<file path="src/sv/gfau_pkg.sv">
// Shared types, codes and GF(2^12) arithmetic for the GF(2^12) arithmetic unit.
// Holds the field multiplier function and the inversion step table.
// No dependencies.
package gfau_pkg;

  localparam int unsigned FIELD_W   = 12;
  localparam int unsigned PROD_W    = 2 * FIELD_W - 1;
  localparam int unsigned INV_STEPS = 16;
  localparam int unsigned STEP_W    = $clog2(INV_STEPS);

  localparam int unsigned S_TDATA_W = 32;  // action, operand_a, operand_b, zero fill
  localparam int unsigned S_TUSER_W = 1;   // first_term
  localparam int unsigned M_TDATA_W = 16;  // value, zero fill

  typedef logic [FIELD_W-1:0] elem_t;

  typedef enum logic [1:0] {
    ACT_MUL = 2'd0,
    ACT_SQR = 2'd1,
    ACT_INV = 2'd2,
    ACT_MAC = 2'd3
  } action_e;

  typedef enum logic [2:0] {
    SRC_A  = 3'd0,
    SRC_B  = 3'd1,
    SRC_R  = 3'd2,
    SRC_T2 = 3'd3,
    SRC_T4 = 3'd4
  } src_e;

  // One pass of the shared multiplier.
  typedef struct packed {
    src_e x_sel;
    src_e y_sel;
    logic wr_r;
    logic wr_t2;
    logic wr_t4;
    logic mac;
  } op_cmd_t;

  // Controller to datapath.
  typedef struct packed {
    logic    load;      // capture a new word's operands
    logic    fire;      // commit this step's multiplier result
    logic    load_out;  // move result into the output register
    op_cmd_t op;
  } ctl_t;

  // Carry-less 12x12 product reduced modulo x^12 + x^3 + 1.
  function automatic elem_t gf_mul(elem_t a, elem_t b);
    logic [PROD_W-1:0]    p;
    logic [FIELD_W-2:0]   hi;
    logic [FIELD_W+1:0]   f;
    elem_t                g;
    p = '0;
    for (int i = 0; i < FIELD_W; i++) begin
      p = p ^ (({{(FIELD_W-1){1'b0}}, a} << i) & {PROD_W{b[i]}});
    end
    hi = p[PROD_W-1:FIELD_W];
    // x^12 = x^3 + 1, applied once to the high half ...
    f = {3'b000, hi} ^ {hi, 3'b000};
    // ... and once more to the two bits that spill past x^11
    g = f[FIELD_W-1:0] ^ {{(FIELD_W-2){1'b0}}, f[FIELD_W+1:FIELD_W]}
                       ^ {{(FIELD_W-5){1'b0}}, f[FIELD_W+1:FIELD_W], 3'b000};
    return p[FIELD_W-1:0] ^ g;
  endfunction

  function automatic op_cmd_t mk_cmd(src_e x, src_e y, logic w_r, logic w_t2,
                                     logic w_t4, logic m);
    op_cmd_t c;
    c.x_sel = x;
    c.y_sel = y;
    c.wr_r  = w_r;
    c.wr_t2 = w_t2;
    c.wr_t4 = w_t4;
    c.mac   = m;
    return c;
  endfunction

  // Step table: a^4094 through eleven squarings and five multiplications.
  function automatic op_cmd_t step_cmd(action_e act, logic [STEP_W-1:0] step);
    op_cmd_t c;
    c = mk_cmd(SRC_A, SRC_B, 1'b1, 1'b0, 1'b0, 1'b0);
    unique case (act)
      ACT_MUL: c = mk_cmd(SRC_A, SRC_B, 1'b1, 1'b0, 1'b0, 1'b0);
      ACT_SQR: c = mk_cmd(SRC_A, SRC_A, 1'b1, 1'b0, 1'b0, 1'b0);
      ACT_MAC: c = mk_cmd(SRC_A, SRC_B, 1'b1, 1'b0, 1'b0, 1'b1);
      ACT_INV: begin
        unique case (step)
          4'd0:  c = mk_cmd(SRC_A,  SRC_A,  1'b1, 1'b0, 1'b0, 1'b0); // a^2
          4'd1:  c = mk_cmd(SRC_R,  SRC_A,  1'b0, 1'b1, 1'b0, 1'b0); // t2 = a^3
          4'd2:  c = mk_cmd(SRC_T2, SRC_T2, 1'b1, 1'b0, 1'b0, 1'b0);
          4'd4:  c = mk_cmd(SRC_R,  SRC_T2, 1'b1, 1'b0, 1'b1, 1'b0); // t4 = a^15
          4'd9:  c = mk_cmd(SRC_R,  SRC_T4, 1'b1, 1'b0, 1'b0, 1'b0); // a^255
          4'd12: c = mk_cmd(SRC_R,  SRC_T2, 1'b1, 1'b0, 1'b0, 1'b0); // a^1023
          4'd14: c = mk_cmd(SRC_R,  SRC_A,  1'b1, 1'b0, 1'b0, 1'b0); // a^2047
          default: c = mk_cmd(SRC_R, SRC_R, 1'b1, 1'b0, 1'b0, 1'b0); // square r
        endcase
      end
      default: c = mk_cmd(SRC_A, SRC_B, 1'b1, 1'b0, 1'b0, 1'b0);
    endcase
    return c;
  endfunction

endpackage

</file>
<file path="src/sv/gfau_ctrl.sv">
// Sequencer for the GF(2^12) arithmetic unit: handshakes and step counting.
// Depends on gfau_pkg.
module gfau_ctrl (
  input  logic                        clk_i,
  input  logic                        rst_ni,
  input  logic                        s_valid_i,
  output logic                        s_ready_o,
  input  gfau_pkg::action_e           action_i,
  output logic                        m_valid_o,
  input  logic                        m_ready_i,
  output gfau_pkg::ctl_t              ctl_o
);
  import gfau_pkg::*;

  localparam logic S_IDLE = 1'b0;
  localparam logic S_BUSY = 1'b1;

  logic              state_q, state_d;
  logic [STEP_W-1:0] step_q, step_d;
  action_e           action_q, action_d;
  logic              out_valid_q, out_valid_d;
  logic              accept, last, fire;

  assign s_ready_o = (state_q == S_IDLE);
  assign accept    = s_valid_i & s_ready_o;
  assign last      = (action_q != ACT_INV) || (step_q == STEP_W'(INV_STEPS - 1));
  // last step commits only into a free output register
  assign fire      = (state_q == S_BUSY) && (!last || !out_valid_q || m_ready_i);

  always_comb begin
    ctl_o.load     = accept;
    ctl_o.fire     = fire;
    ctl_o.load_out = fire & last;
    ctl_o.op       = step_cmd(action_q, step_q);
  end

  always_comb begin
    state_d     = state_q;
    step_d      = step_q;
    action_d    = action_q;
    out_valid_d = out_valid_q;
    if (m_ready_i) begin
      out_valid_d = 1'b0;
    end
    if (fire && last) begin
      out_valid_d = 1'b1;
    end
    unique case (state_q)
      S_IDLE: begin
        if (accept) begin
          state_d  = S_BUSY;
          step_d   = '0;
          action_d = action_i;
        end
      end
      S_BUSY: begin
        if (fire) begin
          if (last) begin
            state_d = S_IDLE;
          end else begin
            step_d = step_q + 1'b1;
          end
        end
      end
      default: state_d = S_IDLE;
    endcase
  end

  always_ff @(posedge clk_i or negedge rst_ni) begin
    if (!rst_ni) begin
      state_q     <= S_IDLE;
      step_q      <= '0;
      action_q    <= ACT_MUL;
      out_valid_q <= 1'b0;
    end else begin
      state_q     <= state_d;
      step_q      <= step_d;
      action_q    <= action_d;
      out_valid_q <= out_valid_d;
    end
  end

  assign m_valid_o = out_valid_q;

endmodule

</file>
<file path="src/sv/gfau_dp.sv">
// Datapath for the GF(2^12) arithmetic unit: operand and working registers,
// one shared field multiplier, accumulator and output register. Uses gfau_pkg.
module gfau_dp (
  input  logic                 clk_i,
  input  logic                 rst_ni,
  input  gfau_pkg::ctl_t       ctl_i,
  input  gfau_pkg::elem_t      operand_a_i,
  input  gfau_pkg::elem_t      operand_b_i,
  input  logic                 first_term_i,
  output gfau_pkg::elem_t      value_o
);
  import gfau_pkg::*;

  elem_t a_q, b_q, r_q, t2_q, t4_q, out_q;
  logic  first_q;
  elem_t acc_q, acc_d;
  elem_t x, y, prod, res;

  function automatic elem_t pick(src_e s, elem_t a, elem_t b, elem_t r,
                                 elem_t t2, elem_t t4);
    elem_t v;
    v = a;
    unique case (s)
      SRC_A:   v = a;
      SRC_B:   v = b;
      SRC_R:   v = r;
      SRC_T2:  v = t2;
      SRC_T4:  v = t4;
      default: v = a;
    endcase
    return v;
  endfunction

  assign x    = pick(ctl_i.op.x_sel, a_q, b_q, r_q, t2_q, t4_q);
  assign y    = pick(ctl_i.op.y_sel, a_q, b_q, r_q, t2_q, t4_q);
  assign prod = gf_mul(x, y);
  // a new sum starts from zero instead of the kept accumulator
  assign res  = ctl_i.op.mac ? (prod ^ (first_q ? '0 : acc_q)) : prod;

  always_comb begin
    acc_d = acc_q;
    if (ctl_i.fire && ctl_i.op.mac) begin
      acc_d = res;
    end
  end

  always_ff @(posedge clk_i or negedge rst_ni) begin
    if (!rst_ni) begin
      acc_q <= '0;
    end else begin
      acc_q <= acc_d;
    end
  end

  always_ff @(posedge clk_i) begin
    if (ctl_i.load) begin
      a_q     <= operand_a_i;
      b_q     <= operand_b_i;
      first_q <= first_term_i;
    end
    if (ctl_i.fire && ctl_i.op.wr_r) begin
      r_q <= res;
    end
    if (ctl_i.fire && ctl_i.op.wr_t2) begin
      t2_q <= res;
    end
    if (ctl_i.fire && ctl_i.op.wr_t4) begin
      t4_q <= res;
    end
    if (ctl_i.load_out) begin
      out_q <= res;
    end
  end

  assign value_o = out_q;

endmodule

</file>
<file path="src/sv/gf4096_arith_unit_top.sv">
// Multiply, square and multiply-accumulate make one multiplier pass after acceptance;
//   inverse makes 16 multiplier passes before its result word is raised.
// One word is taken at a time: no new word is accepted until the last one's result is
//   committed, since the chain runs through the single shared GF(2^12) multiplier.
// Reset: rst_ni clears the sequencer, output valid and the accumulator at once.
// Top level; instantiates gfau_ctrl and gfau_dp, uses gfau_pkg.
module gf4096_arith_unit_top (
  input  logic                             clk_i,
  input  logic                             rst_ni,
  // slave side
  input  logic                             s_axis_tvalid_i,
  output logic                             s_axis_tready_o,
  // [1:0] action, [13:2] operand_a, [25:14] operand_b, [31:26] zero
  input  logic [gfau_pkg::S_TDATA_W-1:0]   s_axis_tdata_i,
  // [0] first_term
  input  logic [gfau_pkg::S_TUSER_W-1:0]   s_axis_tuser_i,
  // master side
  output logic                             m_axis_tvalid_o,
  input  logic                             m_axis_tready_i,
  // [11:0] value, [15:12] zero
  output logic [gfau_pkg::M_TDATA_W-1:0]   m_axis_tdata_o
);
  import gfau_pkg::*;

  ctl_t  ctl;
  elem_t value;

  // Sequencer: takes one word at a time, steps the inversion chain, and
  // holds the final step while the output register is still occupied.
  gfau_ctrl u_ctrl (
    .clk_i     (clk_i),
    .rst_ni    (rst_ni),
    .s_valid_i (s_axis_tvalid_i),
    .s_ready_o (s_axis_tready_o),
    .action_i  (action_e'(s_axis_tdata_i[1:0])),
    .m_valid_o (m_axis_tvalid_o),
    .m_ready_i (m_axis_tready_i),
    .ctl_o     (ctl)
  );

  // Datapath: operands are captured on acceptance; each step pushes one
  // pass through the shared multiplier into the working registers.
  gfau_dp u_dp (
    .clk_i        (clk_i),
    .rst_ni       (rst_ni),
    .ctl_i        (ctl),
    .operand_a_i  (s_axis_tdata_i[13:2]),
    .operand_b_i  (s_axis_tdata_i[25:14]),
    .first_term_i (s_axis_tuser_i[0]),
    .value_o      (value)
  );

  // Zero-fill the result word to whole bytes.
  assign m_axis_tdata_o = {{(M_TDATA_W - FIELD_W){1'b0}}, value};

endmodule

</file>
<file path="config.mk">
export PLATFORM = sky130hd
export DESIGN_NAME = gf4096_arith_unit_top
export DESIGN_NICKNAME = d
export VERILOG_FILES = /design/src/sv/gfau_pkg.sv /design/src/sv/gfau_ctrl.sv /design/src/sv/gfau_dp.sv /design/src/sv/gf4096_arith_unit_top.sv
export SDC_FILE = /design/constraint.sdc
export NUM_CORES = 1
export LEC_CHECK = 0
export ABC_CLOCK_PERIOD_IN_PS = 5000
export BUFFER_PORTS_ARGS = -buffer_cell sky130_fd_sc_hd__buf_2
export CAP_MARGIN = 5
export CORE_ASPECT_RATIO = 0.6
export CORE_UTILIZATION = 25
export CTS_BUF_LIST = sky130_fd_sc_hd__clkbuf_8 sky130_fd_sc_hd__clkbuf_16
export DETAILED_ROUTE_END_ITERATION = 10
export GPL_ROUTABILITY_DRIVEN = 0
export GPL_TIMING_DRIVEN = 0
export SYNTH_ARGS = -nofsm -noshare
export SYNTH_HDL_FRONTEND = slang
export SYNTH_HIERARCHICAL = 1
export SYNTH_SLANG_ARGS = --single-unit
</file>
<file path="constraint.sdc">
create_clock -name clk_i -period 5 [get_ports clk_i]
set_input_delay 0.5 -clock clk_i [delete_from_list [all_inputs] [get_ports clk_i]]
set_output_delay 0.5 -clock clk_i [all_outputs]
set_load 0.01 [all_outputs]
</file>
**Word-level counts from Yosys, hierarchy flattened**

Cells that the tools add are included.
W data, S select, Z words.

- Input bits: 37
- Logic and storage cells: 98
- Output and inout bits: 18
- Register bits after elaboration: 93

- Muxes and demuxes: 16
- Reduce and logical (&&, ||, !) cells: 16
- Add/subtract/negate cells: 1
- Equality and inequality tests: 22
- Bitwise operators: 31

Operator list:

| cell | number |
|---|---|
| $xor A23 B23 Y23 | 11 |
| $pmux W12 S4 | 2 |
| $pmux W9 S7 | 1 |
| $pmux W10 S4 | 1 |
| $mux W12 | 2 |
| $xor A12 B12 Y12 | 2 |
| $and A12 B23 Y23 | 1 |
| $and A13 B23 Y23 | 1 |
| $and A14 B23 Y23 | 1 |
| $and A15 B23 Y23 | 1 |
| $and A16 B23 Y23 | 1 |
| $and A17 B23 Y23 | 1 |
| $and A18 B23 Y23 | 1 |
| $and A19 B23 Y23 | 1 |
| $and A20 B23 Y23 | 1 |
| $and A21 B23 Y23 | 1 |
| $and A22 B23 Y23 | 1 |
| $and A23 B23 Y23 | 1 |
| $eq A4 B4 Y1 const B | 4 |
| $xor A11 B14 Y14 | 1 |
| $eq A3 B2 Y1 const B | 4 |
| $mux W4 | 3 |
| $xor A12 B2 Y12 | 1 |
| $xor A12 B5 Y12 | 1 |
| 22 further kinds | 41 |

**Depth between registers and ports, before layout**

Gate-level depths: netlist of the first run.

- Depth after elaboration: 23
- Mapped depth: 18
- Gate-level depth less buffers: 14

**Hierarchy**

The synthesis of the first run kept the hierarchy.

Modules (own cells, without submodules):

| module | seq. area each (sq um) | cells each | times used | area each (sq um) |
|---|---|---|---|---|
| gfau_dp | 2492.4 | 673 | 1 | 6459.9 |
| gfau_ctrl | 200.2 | 74 | 1 | 624.3 |
| gf4096_arith_unit_top | 0.0 | 5 | 1 | 33.8 |

**Worst setup path after synthesis of the first run**

No wires, ideal clock.

- Kind: reg-to-reg
- From: reg u_ctrl.step_q[0]
- To: reg u_dp.acc_q[6]
- Stages on the path, launching flop included: 16
- Path buffers: 1
- Library setup time: 128 ps
- Arrival: 3624 ps
- Slack: 1248 ps
- Period minus slack after synthesis: 3752 ps
- Data required time: 4872 ps
- Path through: dfrtp_1 > inv_1 > ha_1 > nand2_1 > a31oi_1 > xor2_1 > a221oi_2 > o221ai_2 > or2_1 > buf_6 > nor2_2 > xnor3_2 > xnor2_2 > xnor3_1 > xnor2_1 > mux2_1

RTL lines:

| item | RTL line | text |
|---|---|---|
| start: declaration | gfau_ctrl.sv:19 | `logic [STEP_W-1:0] step_q, step_d;` |
| start signal: assignment | gfau_ctrl.sv:77 | `step_q <= step_d;` |
| end signal: assignment | gfau_dp.sv:49 | `acc_q <= '0;` |
| end signal: assignment | gfau_dp.sv:51 | `acc_q <= acc_d;` |
| end: declaration | gfau_dp.sv:16 | `elem_t acc_q, acc_d;` |

==> results.yml, run 1 <==
run_status:
  status: "complete, but fails checks"
  violations: "DRC"
setup_path:
  crit_required_ns: 5.26
  crit_path_start_kind: "flop"
  cp_max_fo: 10
  worstPathArrival_ns: 5.00
  rrSetupSlack_ns: 0.26
  crit_type: "reg -> reg"
  end_kind: "flop"
floorplan:
  rows: 47
  fp.dieArea_mm2: 0.0292
  ios: 55
  die_w_um: 220
  die_h_um: 133
  coreArea_mm2: 0.0278
  start_util: 0.256
drt:
  ant_nets: 0
  num_vias: 5787
  post_drt_wl_per_cell_um: 18.9
  drt_iter0_drc: 832
  vias_per_cell: 4.89
  dr.pass1.iters: 9
  drc: 9
  wirelength_um: 22400
synth:
  ys_seq_area_frac: 0.378
  yosysTopAreaCellShare: 0.308
  post-synth-top-area-cell: "edfxtp_1"
  synth.area.top_cells: "edfxtp_1 (31%), xnor2_1 (13%), nor2_1 (8.1%)"
  synth_cell_types: 67
  avgSynthCellArea_um2: 9.47
  netlist_instances: 752
  synth-async-reset-ratio: 0.215
  synth_most_common_cell: "nor2_1"
  synth_edf_count: 73
  yosysWarnings: 6
  ys_dominant_reg_cell: "edfxtp_1"
  synth_area_mm2: 0.00712
  ys_ff_latch: 93
  synthTopCellsByCount: "nor2_1 (153), xnor2_1 (108), edfxtp_1 (73)"
sta:
  clock.fmax_mhz: 211
  worst_pin_slew_ns: 0.840
  timing.slew.headroom: 0.440
  hold_viol: 0
  finClkSkew_ns: 0.00868
  finalCriticalPeriod_ns: 4.74
  rsz0062_at_grt: "true"
  final-setup-viol-count: 0
  slew_violations: 0
  final.period_utilization: 0.948
grt:
  grt_max_degree: 26
  first_global_vias: 5504
  antenna_found_initial: 1
  grt.total_usage: 0.158
  grt_pass1_wl_um: 33900
  grt.overflow.total: 0
place:
  hpwl_um: 16600
  dpl.cell_count: 1166
  place.port_buffers: 44
cts:
  root_buffer: "clkbuf_16"
  cts_tree: "yes"
  clk_pin_slew_ns: 0.07
  insertion_delay_ns: 0.37
  h-tree-depth: 3
  cts_sinks: 93
  clockBufferDepth: 2
  cts-buffers-inserted: 9
hold_path:
  hp-class: "in -> async"
final_layout:
  layout.cells.non_filler: 1184
  drive_gt1_frac: 0.204
  synthToLayoutAreaGrowth_pct: 15.5
  fin_nets: 853
  diodes: 0
flow_run:
  cap_violations: 0
-- critical path, cell delays in order (launching register included) --
cell      delay [ns]
dfrtp_1         0.45
inv_1           0.11
ha_1            0.24
nand2_1         0.11
nor2_1          0.39
buf_4           0.28
nor2b_1         0.27
a221oi_1        0.14
o22ai_1         0.52
clkbuf_2        0.38
inv_1           0.12
o21ai_0         0.19
nand3_1         0.14
xnor2_1         0.18
xnor2_2         0.48
xnor2_2         0.28
mux2_2          0.33
-- placed cells by master (no fill, tap or decap), types with 5 or more instances in the layout --
cell type  synthesis  layout
mux2i_1           13      13
a21oi_1           22      22
xnor2_1          108      98
nor3_1            10      10
and2_1             6       6
clkbuf_16          0       9
o21ai_0           25      25
inv_1             19      19
xnor3_1            8       8
dfrtp_1           20      20
o211ai_1           5       5
xnor2_2            3      12
nor3b_1            7       7
o22ai_1            8       8
conb_1             2       5
nand2_1           47      47
a221oi_1           6       6
buf_6              6       6
nand2b_1           5       5
nor2b_1           18      18
xor2_1            27      26
mux2_2             9       9
buf_4             26      28
nand3b_1          23      23
nor2_1           153     153
edfxtp_1          73      73
buf_2             24      68
a222oi_1           6       6
-- stage by stage --
stage / setup slack (ns) / utilization / hold WS, ns / instance area [um^2] / TNS, ns
finish: 0.259 / 0.296 / 0.0741 / 8220 / 0
detailed placement: -0.0862 / 0.281 / 0.482 / 7810 / -0.323
CTS: 0.0319 / 0.293 / 0.0772 / 8130 / 0
global route: -0.0319 / 0.296 / 0.108 / 8220 / -0.0320
global placement: -0.0121 / 0.281 / 0.468 / 7810 / -0.0121
floorplan: 1.25 / - / 0.204 / 7130 / 0
-- repair_timing --
action / 4_1_cts / 5_1_grt
endpoints found under the setup margin: 15 / 49
gates resized for setup: 4 / 12
setup buffers: 0 / 2
hold buffers: 0 / 0
hold endpoints to repair: 0 / 0
pin swaps: 1 / 1
-- worst paths after layout --
| check | startpoint | end | depth (start not counted) |
|---|---|---|---|
| min reg2reg | u_dp/acc_q[9]$_DFFE_PN0P_ | u_dp/acc_q[9]$_DFFE_PN0P_ | 2 |
| max in group asynchronous | rst_ni | u_dp/acc_q[11]$_DFFE_PN0P_ | 1 |
| max reg2reg | u_ctrl/step_q[0]$_DFFE_PN0P_ | u_dp/acc_q[0]$_DFFE_PN0P_ | 16 |
| max | u_ctrl/step_q[0]$_DFFE_PN0P_ | u_dp/acc_q[0]$_DFFE_PN0P_ | 16 |
| min in group clk_i | s_axis_tdata_i[17] | u_dp/b_q[3]$_DFFE_PP_ | 1 |
| min | rst_ni | u_ctrl/m_valid_o$_DFFE_PN0P_ | 1 |
-- flip-flops by register name, summed over array words and instances (netlist names) --
signal / count
u_dp/first_q: 1
u_dp/r_q: 12
u_ctrl/action_q: 2
u_ctrl/step_q: 4
u_dp/t4_q: 12
u_dp/acc_q: 12
u_dp/t2_q: 12
u_dp/value_o: 12
u_dp/b_q: 12
u_ctrl/state_q: 1
u_dp/a_q: 12
u_ctrl/m_valid_o: 1
-- final cells by class --
class / instances / area [um^2]
Sequential cell: 93 / 2690
Fill cell: 2918 / 19500
Inverter: 20 / 77.6
Clock buffer: 9 / 225
Tap cell: 367 / 459
Clock inverter: 7 / 62.6
Multi-Input combinational cell: 581 / 4060
Buffer: 61 / 403
Timing Repair Buffer: 46 / 235
-- metal layers --
metal | vias up | GRT usage | routed length [um]
met2 | 341 | 0.191 | 8200
met4 | 0 | 0.0341 | 210
met3 | 15 | 0.0611 | 2930
met5 | - | 0 | 0
li1 | 2674 | - | -
met1 | 2757 | 0.252 | 11000
-- logic make-up after synthesis --
| kind of cell | after synthesis | share of synthesized area |
|---|---|---|
| muxes | 29 | 0.0489 |
| xor gates and xnor gates | 147 | 0.202 |
| other | 2 | 0.00106 |
| buffers and inverters | 81 | 0.0673 |
| DFF | 93 | 0.378 |
| adders and majority gates | 4 | 0.00703 |
| AOI/OAI and AO/OA | 102 | 0.101 |
| and+or+nand+nor | 294 | 0.195 |
Power of run 1 is not shown: default switching activity piles up to over one toggle a cycle in this logic, so the estimate is an artifact.
==> run 2: changes to the inputs <==
--- a/config.mk
+++ b/config.mk
@@ -5,12 +5,12 @@
 export SDC_FILE = /design/constraint.sdc
 export NUM_CORES = 1
 export LEC_CHECK = 0
-export ABC_CLOCK_PERIOD_IN_PS = 5000
+export ABC_CLOCK_PERIOD_IN_PS = 4200
 export BUFFER_PORTS_ARGS = -buffer_cell sky130_fd_sc_hd__buf_2
-export CAP_MARGIN = 5
+export CAP_MARGIN = 20
 export CORE_ASPECT_RATIO = 0.6
 export CORE_UTILIZATION = 25
-export CTS_BUF_LIST = sky130_fd_sc_hd__clkbuf_8 sky130_fd_sc_hd__clkbuf_16
+export CTS_BUF_LIST = sky130_fd_sc_hd__clkbuf_4 sky130_fd_sc_hd__clkbuf_8
 export DETAILED_ROUTE_END_ITERATION = 10
 export GPL_ROUTABILITY_DRIVEN = 0
 export GPL_TIMING_DRIVEN = 0
==> constraint.sdc (replaced) <==
create_clock -name clk_i -period 4.2 [get_ports clk_i]
set_input_delay 0.42 -clock clk_i [delete_from_list [all_inputs] [get_ports clk_i]]
set_output_delay 0.42 -clock clk_i [all_outputs]
set_load 0.01 [all_outputs]
==> run 2 against run 1 <==
  * The flow still finishes with violations (DRC)
  * First-iteration DRC count shrank 10%
  * Register-to-register slack got worse by 0.21 ns
  * Cell area grew 8.0%
  * Flip-flop and latch count unchanged
  * Die area did not move
  * Clock skew is 0.0056 ns higher
  * Non-clock buffer count is 41 higher
  * Highest routed layer unchanged
==> results.yml, run 2 (same netlist as run 1, synthesis figures left out) <==
grt:
  antenna_found_initial: 0
  first_global_vias: 5583
  met1_usage: 0.255
  met3_usage: 0.0566
  grt_pass1_wl_um: 34300
  grt_max_degree: 26
  use_met2: 0.197
  grt.overflow.total: 0
  busiest_layer: "met1"
  grt.total_usage: 0.160
drt:
  num_vias: 6135
  ant_nets: 0
  drt_iter0_drc: 745
  vias_per_cell: 5.01
  post_drt_wl_per_cell_um: 18.8
  wirelength_um: 23100
  dr.pass1.iters: 10
  drc: 9
place:
  dpl.cell_count: 1166
  place.port_buffers: 44
  post-place-ws_ns: -0.886
  hpwl_um: 16600
sta:
  tns_ns: 0
  final-setup-viol-count: 0
  final.period_utilization: 0.989
  finalCriticalPeriod_ns: 4.16
  setup_ws_ns: 0.0443
  worst_pin_slew_ns: 0.880
  finClkSkew_ns: 0.0142
  fin_hold_ws_ns: 0.178
  hold_viol: 0
  timing.slew.headroom: 0.413
  slew_violations: 0
  clock.fmax_mhz: 241
floorplan:
  coreArea_mm2: 0.0278
  die_w_um: 220
  start_util: 0.256
  rows: 47
  die_h_um: 133
  fp.dieArea_mm2: 0.0292
  ios: 55
cts:
  h-tree-depth: 3
  cts-buffers-inserted: 9
  insertion_delay_ns: 0.41
  root_buffer: "clkbuf_8"
  clockBufferDepth: 2
  clk_pin_slew_ns: 0.10
  cts_sinks: 93
  cts_tree: "yes"
flow_run:
  cap_violations: 0
final_layout:
  layout.cells.non_filler: 1225
  nFillCells: 2859
  synthToLayoutAreaGrowth_pct: 24.7
  fin_nets: 894
  final_common_cell: "nor2_1"
  diodes: 0
  drive_gt1_frac: 0.288
  layout_common_cells: "nor2_1 (149), xnor2_1 (88), edfxtp_1 (73)"
setup_path:
  startpoint: "u_ctrl/step_q[0]$_DFFE_PN0P_"
  crit_required_ns: 4.55
  crit_path_start_kind: "flop"
  crit_type: "reg -> reg"
  cp_max_fo: 10
  timing.rr.start: "u_ctrl/step_q[0]$_DFFE_PN0P_"
  worstPathArrival_ns: 4.50
  end_kind: "flop"
hold_path:
  holdCritStartpoint: "s_axis_tdata_i[16]"
  hp-class: "in -> reg"
run_status:
  status: "complete, but fails checks"
  violations: "DRC"
==> run 2: critical path, cell delays in order (launching register included) <==
cell	delay, ns
dfrtp_1	0.42
inv_2	0.09
ha_4	0.18
nor2b_1	0.13
o311a_1	0.39
buf_6	0.18
buf_6	0.15
buf_6	0.15
nor4_1	0.31
a221oi_1	0.10
o211ai_1	0.13
buf_4	0.18
buf_6	0.16
nor2_1	0.06
xnor2_1	0.25
xnor2_1	0.14
xnor2_1	0.25
xnor2_1	0.16
xnor2_2	0.42
mux2_2	0.23
==> run 2: final timing paths <==
kind	end	slack (ns)	depth (start not counted)
worst max-delay path	u_dp/acc_q[8]$_DFFE_PN0P_	0.04	19
worst min-delay path	u_dp/b_q[2]$_DFFE_PP_	0.18	1
worst max register to register	u_dp/acc_q[8]$_DFFE_PN0P_	0.04	19
worst min register to register	u_dp/acc_q[11]$_DFFE_PN0P_	0.50	2
max in group asynchronous	u_ctrl/step_q[1]$_DFFE_PN0P_	3.36	2
min in group asynchronous	u_ctrl/m_valid_o$_DFFE_PN0P_	0.48	2
==> run 2: timing repair <==
| action | CTS | global route |
|---|---|---|
| gates resized for setup | 45 | 62 |
| pin swaps | 13 | 21 |
| hold endpoints to repair | 20 | 0 |
| setup buffers | 15 | 27 |
| setup endpoints to repair | 60 | 60 |
| hold buffers | 1 | 0 |
==> run 2: metrics by stage <==
step                instance area (um^2)   util
finish                              8880  0.320
global route                        8880  0.320
CTS                                 8400  0.303
detailed placement                  7810  0.281
global placement                    7810  0.281
floorplan                           7130      -
==> run 2: layer usage <==
metal,up-vias,part of all wire
met2,331,0.38
met5,-,0
met1,3017,0.49
met4,0,0.011
met3,24,0.12
li1,2763,-
==> run 2: layout make-up <==
class	count	area [um^2]	area share
multi-input combinational	581	4380	0.493
clock inverter	7	62.6	0.00705
tap	367	459	0.0517
buffer	61	489	0.0551
timing repair buffer	87	596	0.0671
clock buffer	9	124	0.0139
sequential	93	2690	0.303
inverter	20	77.6	0.00874
Power of run 2 is left out for the same reason.
==> run 3: changes to the inputs <==
--- a/config.mk
+++ b/config.mk
@@ -13,7 +13,6 @@
 export CTS_BUF_LIST = sky130_fd_sc_hd__clkbuf_4 sky130_fd_sc_hd__clkbuf_8
 export DETAILED_ROUTE_END_ITERATION = 10
 export GPL_ROUTABILITY_DRIVEN = 0
-export GPL_TIMING_DRIVEN = 0
 export SYNTH_ARGS = -nofsm -noshare
 export SYNTH_HDL_FRONTEND = slang
 export SYNTH_HIERARCHICAL = 1
==> run 3 against run 2 <==
  * The flow still finishes with violations (DRC)
  * Non-clock buffer count shrank 17
  * Cell count is 1.4% lower
  * Global-route usage down 1.1 points
  * Cell area down 3.5%
  * Flip-flop and latch count unchanged
  * Utilization is 1.1 points lower
  * Critical path depth shrank 3
  * Worst setup slack gained 0.022 ns
  * Worst hold slack gained 0.016 ns
  * Clock skew up 0.0017 ns
  * Wire length down 8.6%
  * First-iteration DRC count fell by 2.3%
  * Highest routed layer unchanged
==> results.yml, run 3 (same netlist as run 1, synthesis figures left out) <==
place:
  dpl.cell_count: 1181
  post-place-ws_ns: -0.163
  place.port_buffers: 44
  hpwl_um: 15600
floorplan:
  die_w_um: 220
  die_h_um: 133
  rows: 47
  fp.dieArea_mm2: 0.0292
  coreArea_mm2: 0.0278
  start_util: 0.256
  ios: 55
final_layout:
  final_util: 0.309
  layout_common_cells: "nor2_1 (151), xnor2_1 (93), buf_4 (76)"
  synthToLayoutAreaGrowth_pct: 20.4
  fin_nets: 877
  final_common_cell: "nor2_1"
  drive_gt1_frac: 0.254
  layout.cells.non_filler: 1208
  diodes: 0
flow_run:
  cap_violations: 0
cts:
  insertion_delay_ns: 0.40
  h-tree-depth: 3
  root_buffer: "clkbuf_8"
  cts-buffers-inserted: 9
  cts_sinks: 93
  cts_tree: "yes"
  clockBufferDepth: 2
  clk_pin_slew_ns: 0.10
sta:
  slew_violations: 0
  final-setup-viol-count: 0
  final.period_utilization: 0.984
  hold_viol: 0
  finClkSkew_ns: 0.0160
  clock.fmax_mhz: 242
  worst_pin_slew_ns: 0.898
  setup_ws_ns: 0.0658
  timing.slew.headroom: 0.401
  finalCriticalPeriod_ns: 4.13
grt:
  grt.overflow.total: 0
  grt.total_usage: 0.149
  grt_max_degree: 44
  first_global_vias: 5491
  antenna_found_initial: 0
  grt_pass1_wl_um: 32500
run_status:
  status: "complete, but fails checks"
  violations: "DRC"
setup_path:
  crit_type: "reg -> reg"
  rrSetupSlack_ns: 0.07
  worstPathArrival_ns: 4.39
  end_kind: "flop"
  crit_required_ns: 4.46
  crit_path_start_kind: "flop"
  cp_max_fo: 15
drt:
  drt_iter0_drc: 728
  ant_nets: 0
  wl_met2_um: 7900
  dr_wl_met3_um: 2300
  post_drt_wl_per_cell_um: 17.5
  num_vias: 5802
  vias_per_cell: 4.80
  top_layer: "met4"
  wirelength_um: 21100
  dr.pass1.iters: 9
  drc: 11
  drt-met1-wl_um: 10700
hold_path:
  hp-class: "in -> reg"
[run 3: changes by cell type in the layout (fill, tap and decap cells not counted), moves of 4 or more]
| cell | delta |
|---|---|
| buf_2 | -12 |
| xnor2_1 | +5 |
| buf_4 | +14 |
| xnor2_4 | -6 |
| buf_6 | -16 |
| buf_12 | +4 |
| clkbuf_4 | -4 |
[run 3: metal layers]
| layer | track usage | up-vias |
|---|---|---|
| met5 | 0 | - |
| met4 | 0.0341 | 0 |
| met3 | 0.0474 | 16 |
| met2 | 0.185 | 285 |
| met1 | 0.240 | 2781 |
| li1 | - | 2720 |
[run 3: final timing paths]
path / start / endpoint / depth (start not counted)
hold reg to reg: u_dp/acc_q[9]$_DFFE_PN0P_ / u_dp/acc_q[9]$_DFFE_PN0P_ / 2
setup reg to reg: u_ctrl/step_q[1]$_DFFE_PN0P_ / u_dp/r_q[4]$_DFFE_PP_ / 16
setup / recovery: u_ctrl/step_q[1]$_DFFE_PN0P_ / u_dp/r_q[4]$_DFFE_PP_ / 16
max in group asynchronous: rst_ni / u_ctrl/step_q[1]$_DFFE_PN0P_ / 2
min in group asynchronous: rst_ni / u_dp/acc_q[5]$_DFFE_PN0P_ / 2
hold / removal: s_axis_tdata_i[18] / u_dp/b_q[4]$_DFFE_PP_ / 1
[run 3: repair_timing]
action,CTS,global route
setup endpoints to repair,45,59
hold endpoints to repair,20,0
hold buffers,1,0
resized for setup,7,28
pin swaps,1,12
setup buffers,1,9
cloned,0,0
[run 3: cell type report]
type,count,area [um^2]
clock inverters,4,31.3
well taps,367,459
inverters,20,77.6
flip-flops and latches,93,2690
clock buffers,12,165
repair buffers,131,987
multi-input cells,581,4160
fillers,2890,19200
[run 3: worst max-delay path, cell delays in order (launching register included)]
cell and delay, ns:
dfrtp_2 0.46, inv_2 0.10, ha_2 0.21, nor2_1 0.05
a31oi_2 0.25, buf_12 0.18, buf_12 0.15, inv_1 0.13
a222oi_1 0.38, o22ai_2 0.25, nor3_1 0.24, xnor2_1 0.16
xnor3_1 0.43, xnor2_1 0.32, xnor2_1 0.17, xnor2_2 0.31
buf_4 0.22
[run 3: per-stage QoR]
step	setup TNS, ns	instance area, um^2	hold slack (ns)
global placement	-0.437	8090	0.411
detailed placement	-2.73	8090	0.418
finish	0	8570	0.194
CTS	0	8360	0.159
floorplan	0	7130	0.124
global route	-0.0102	8570	0.152
Power of run 3 is left out for the same reason.
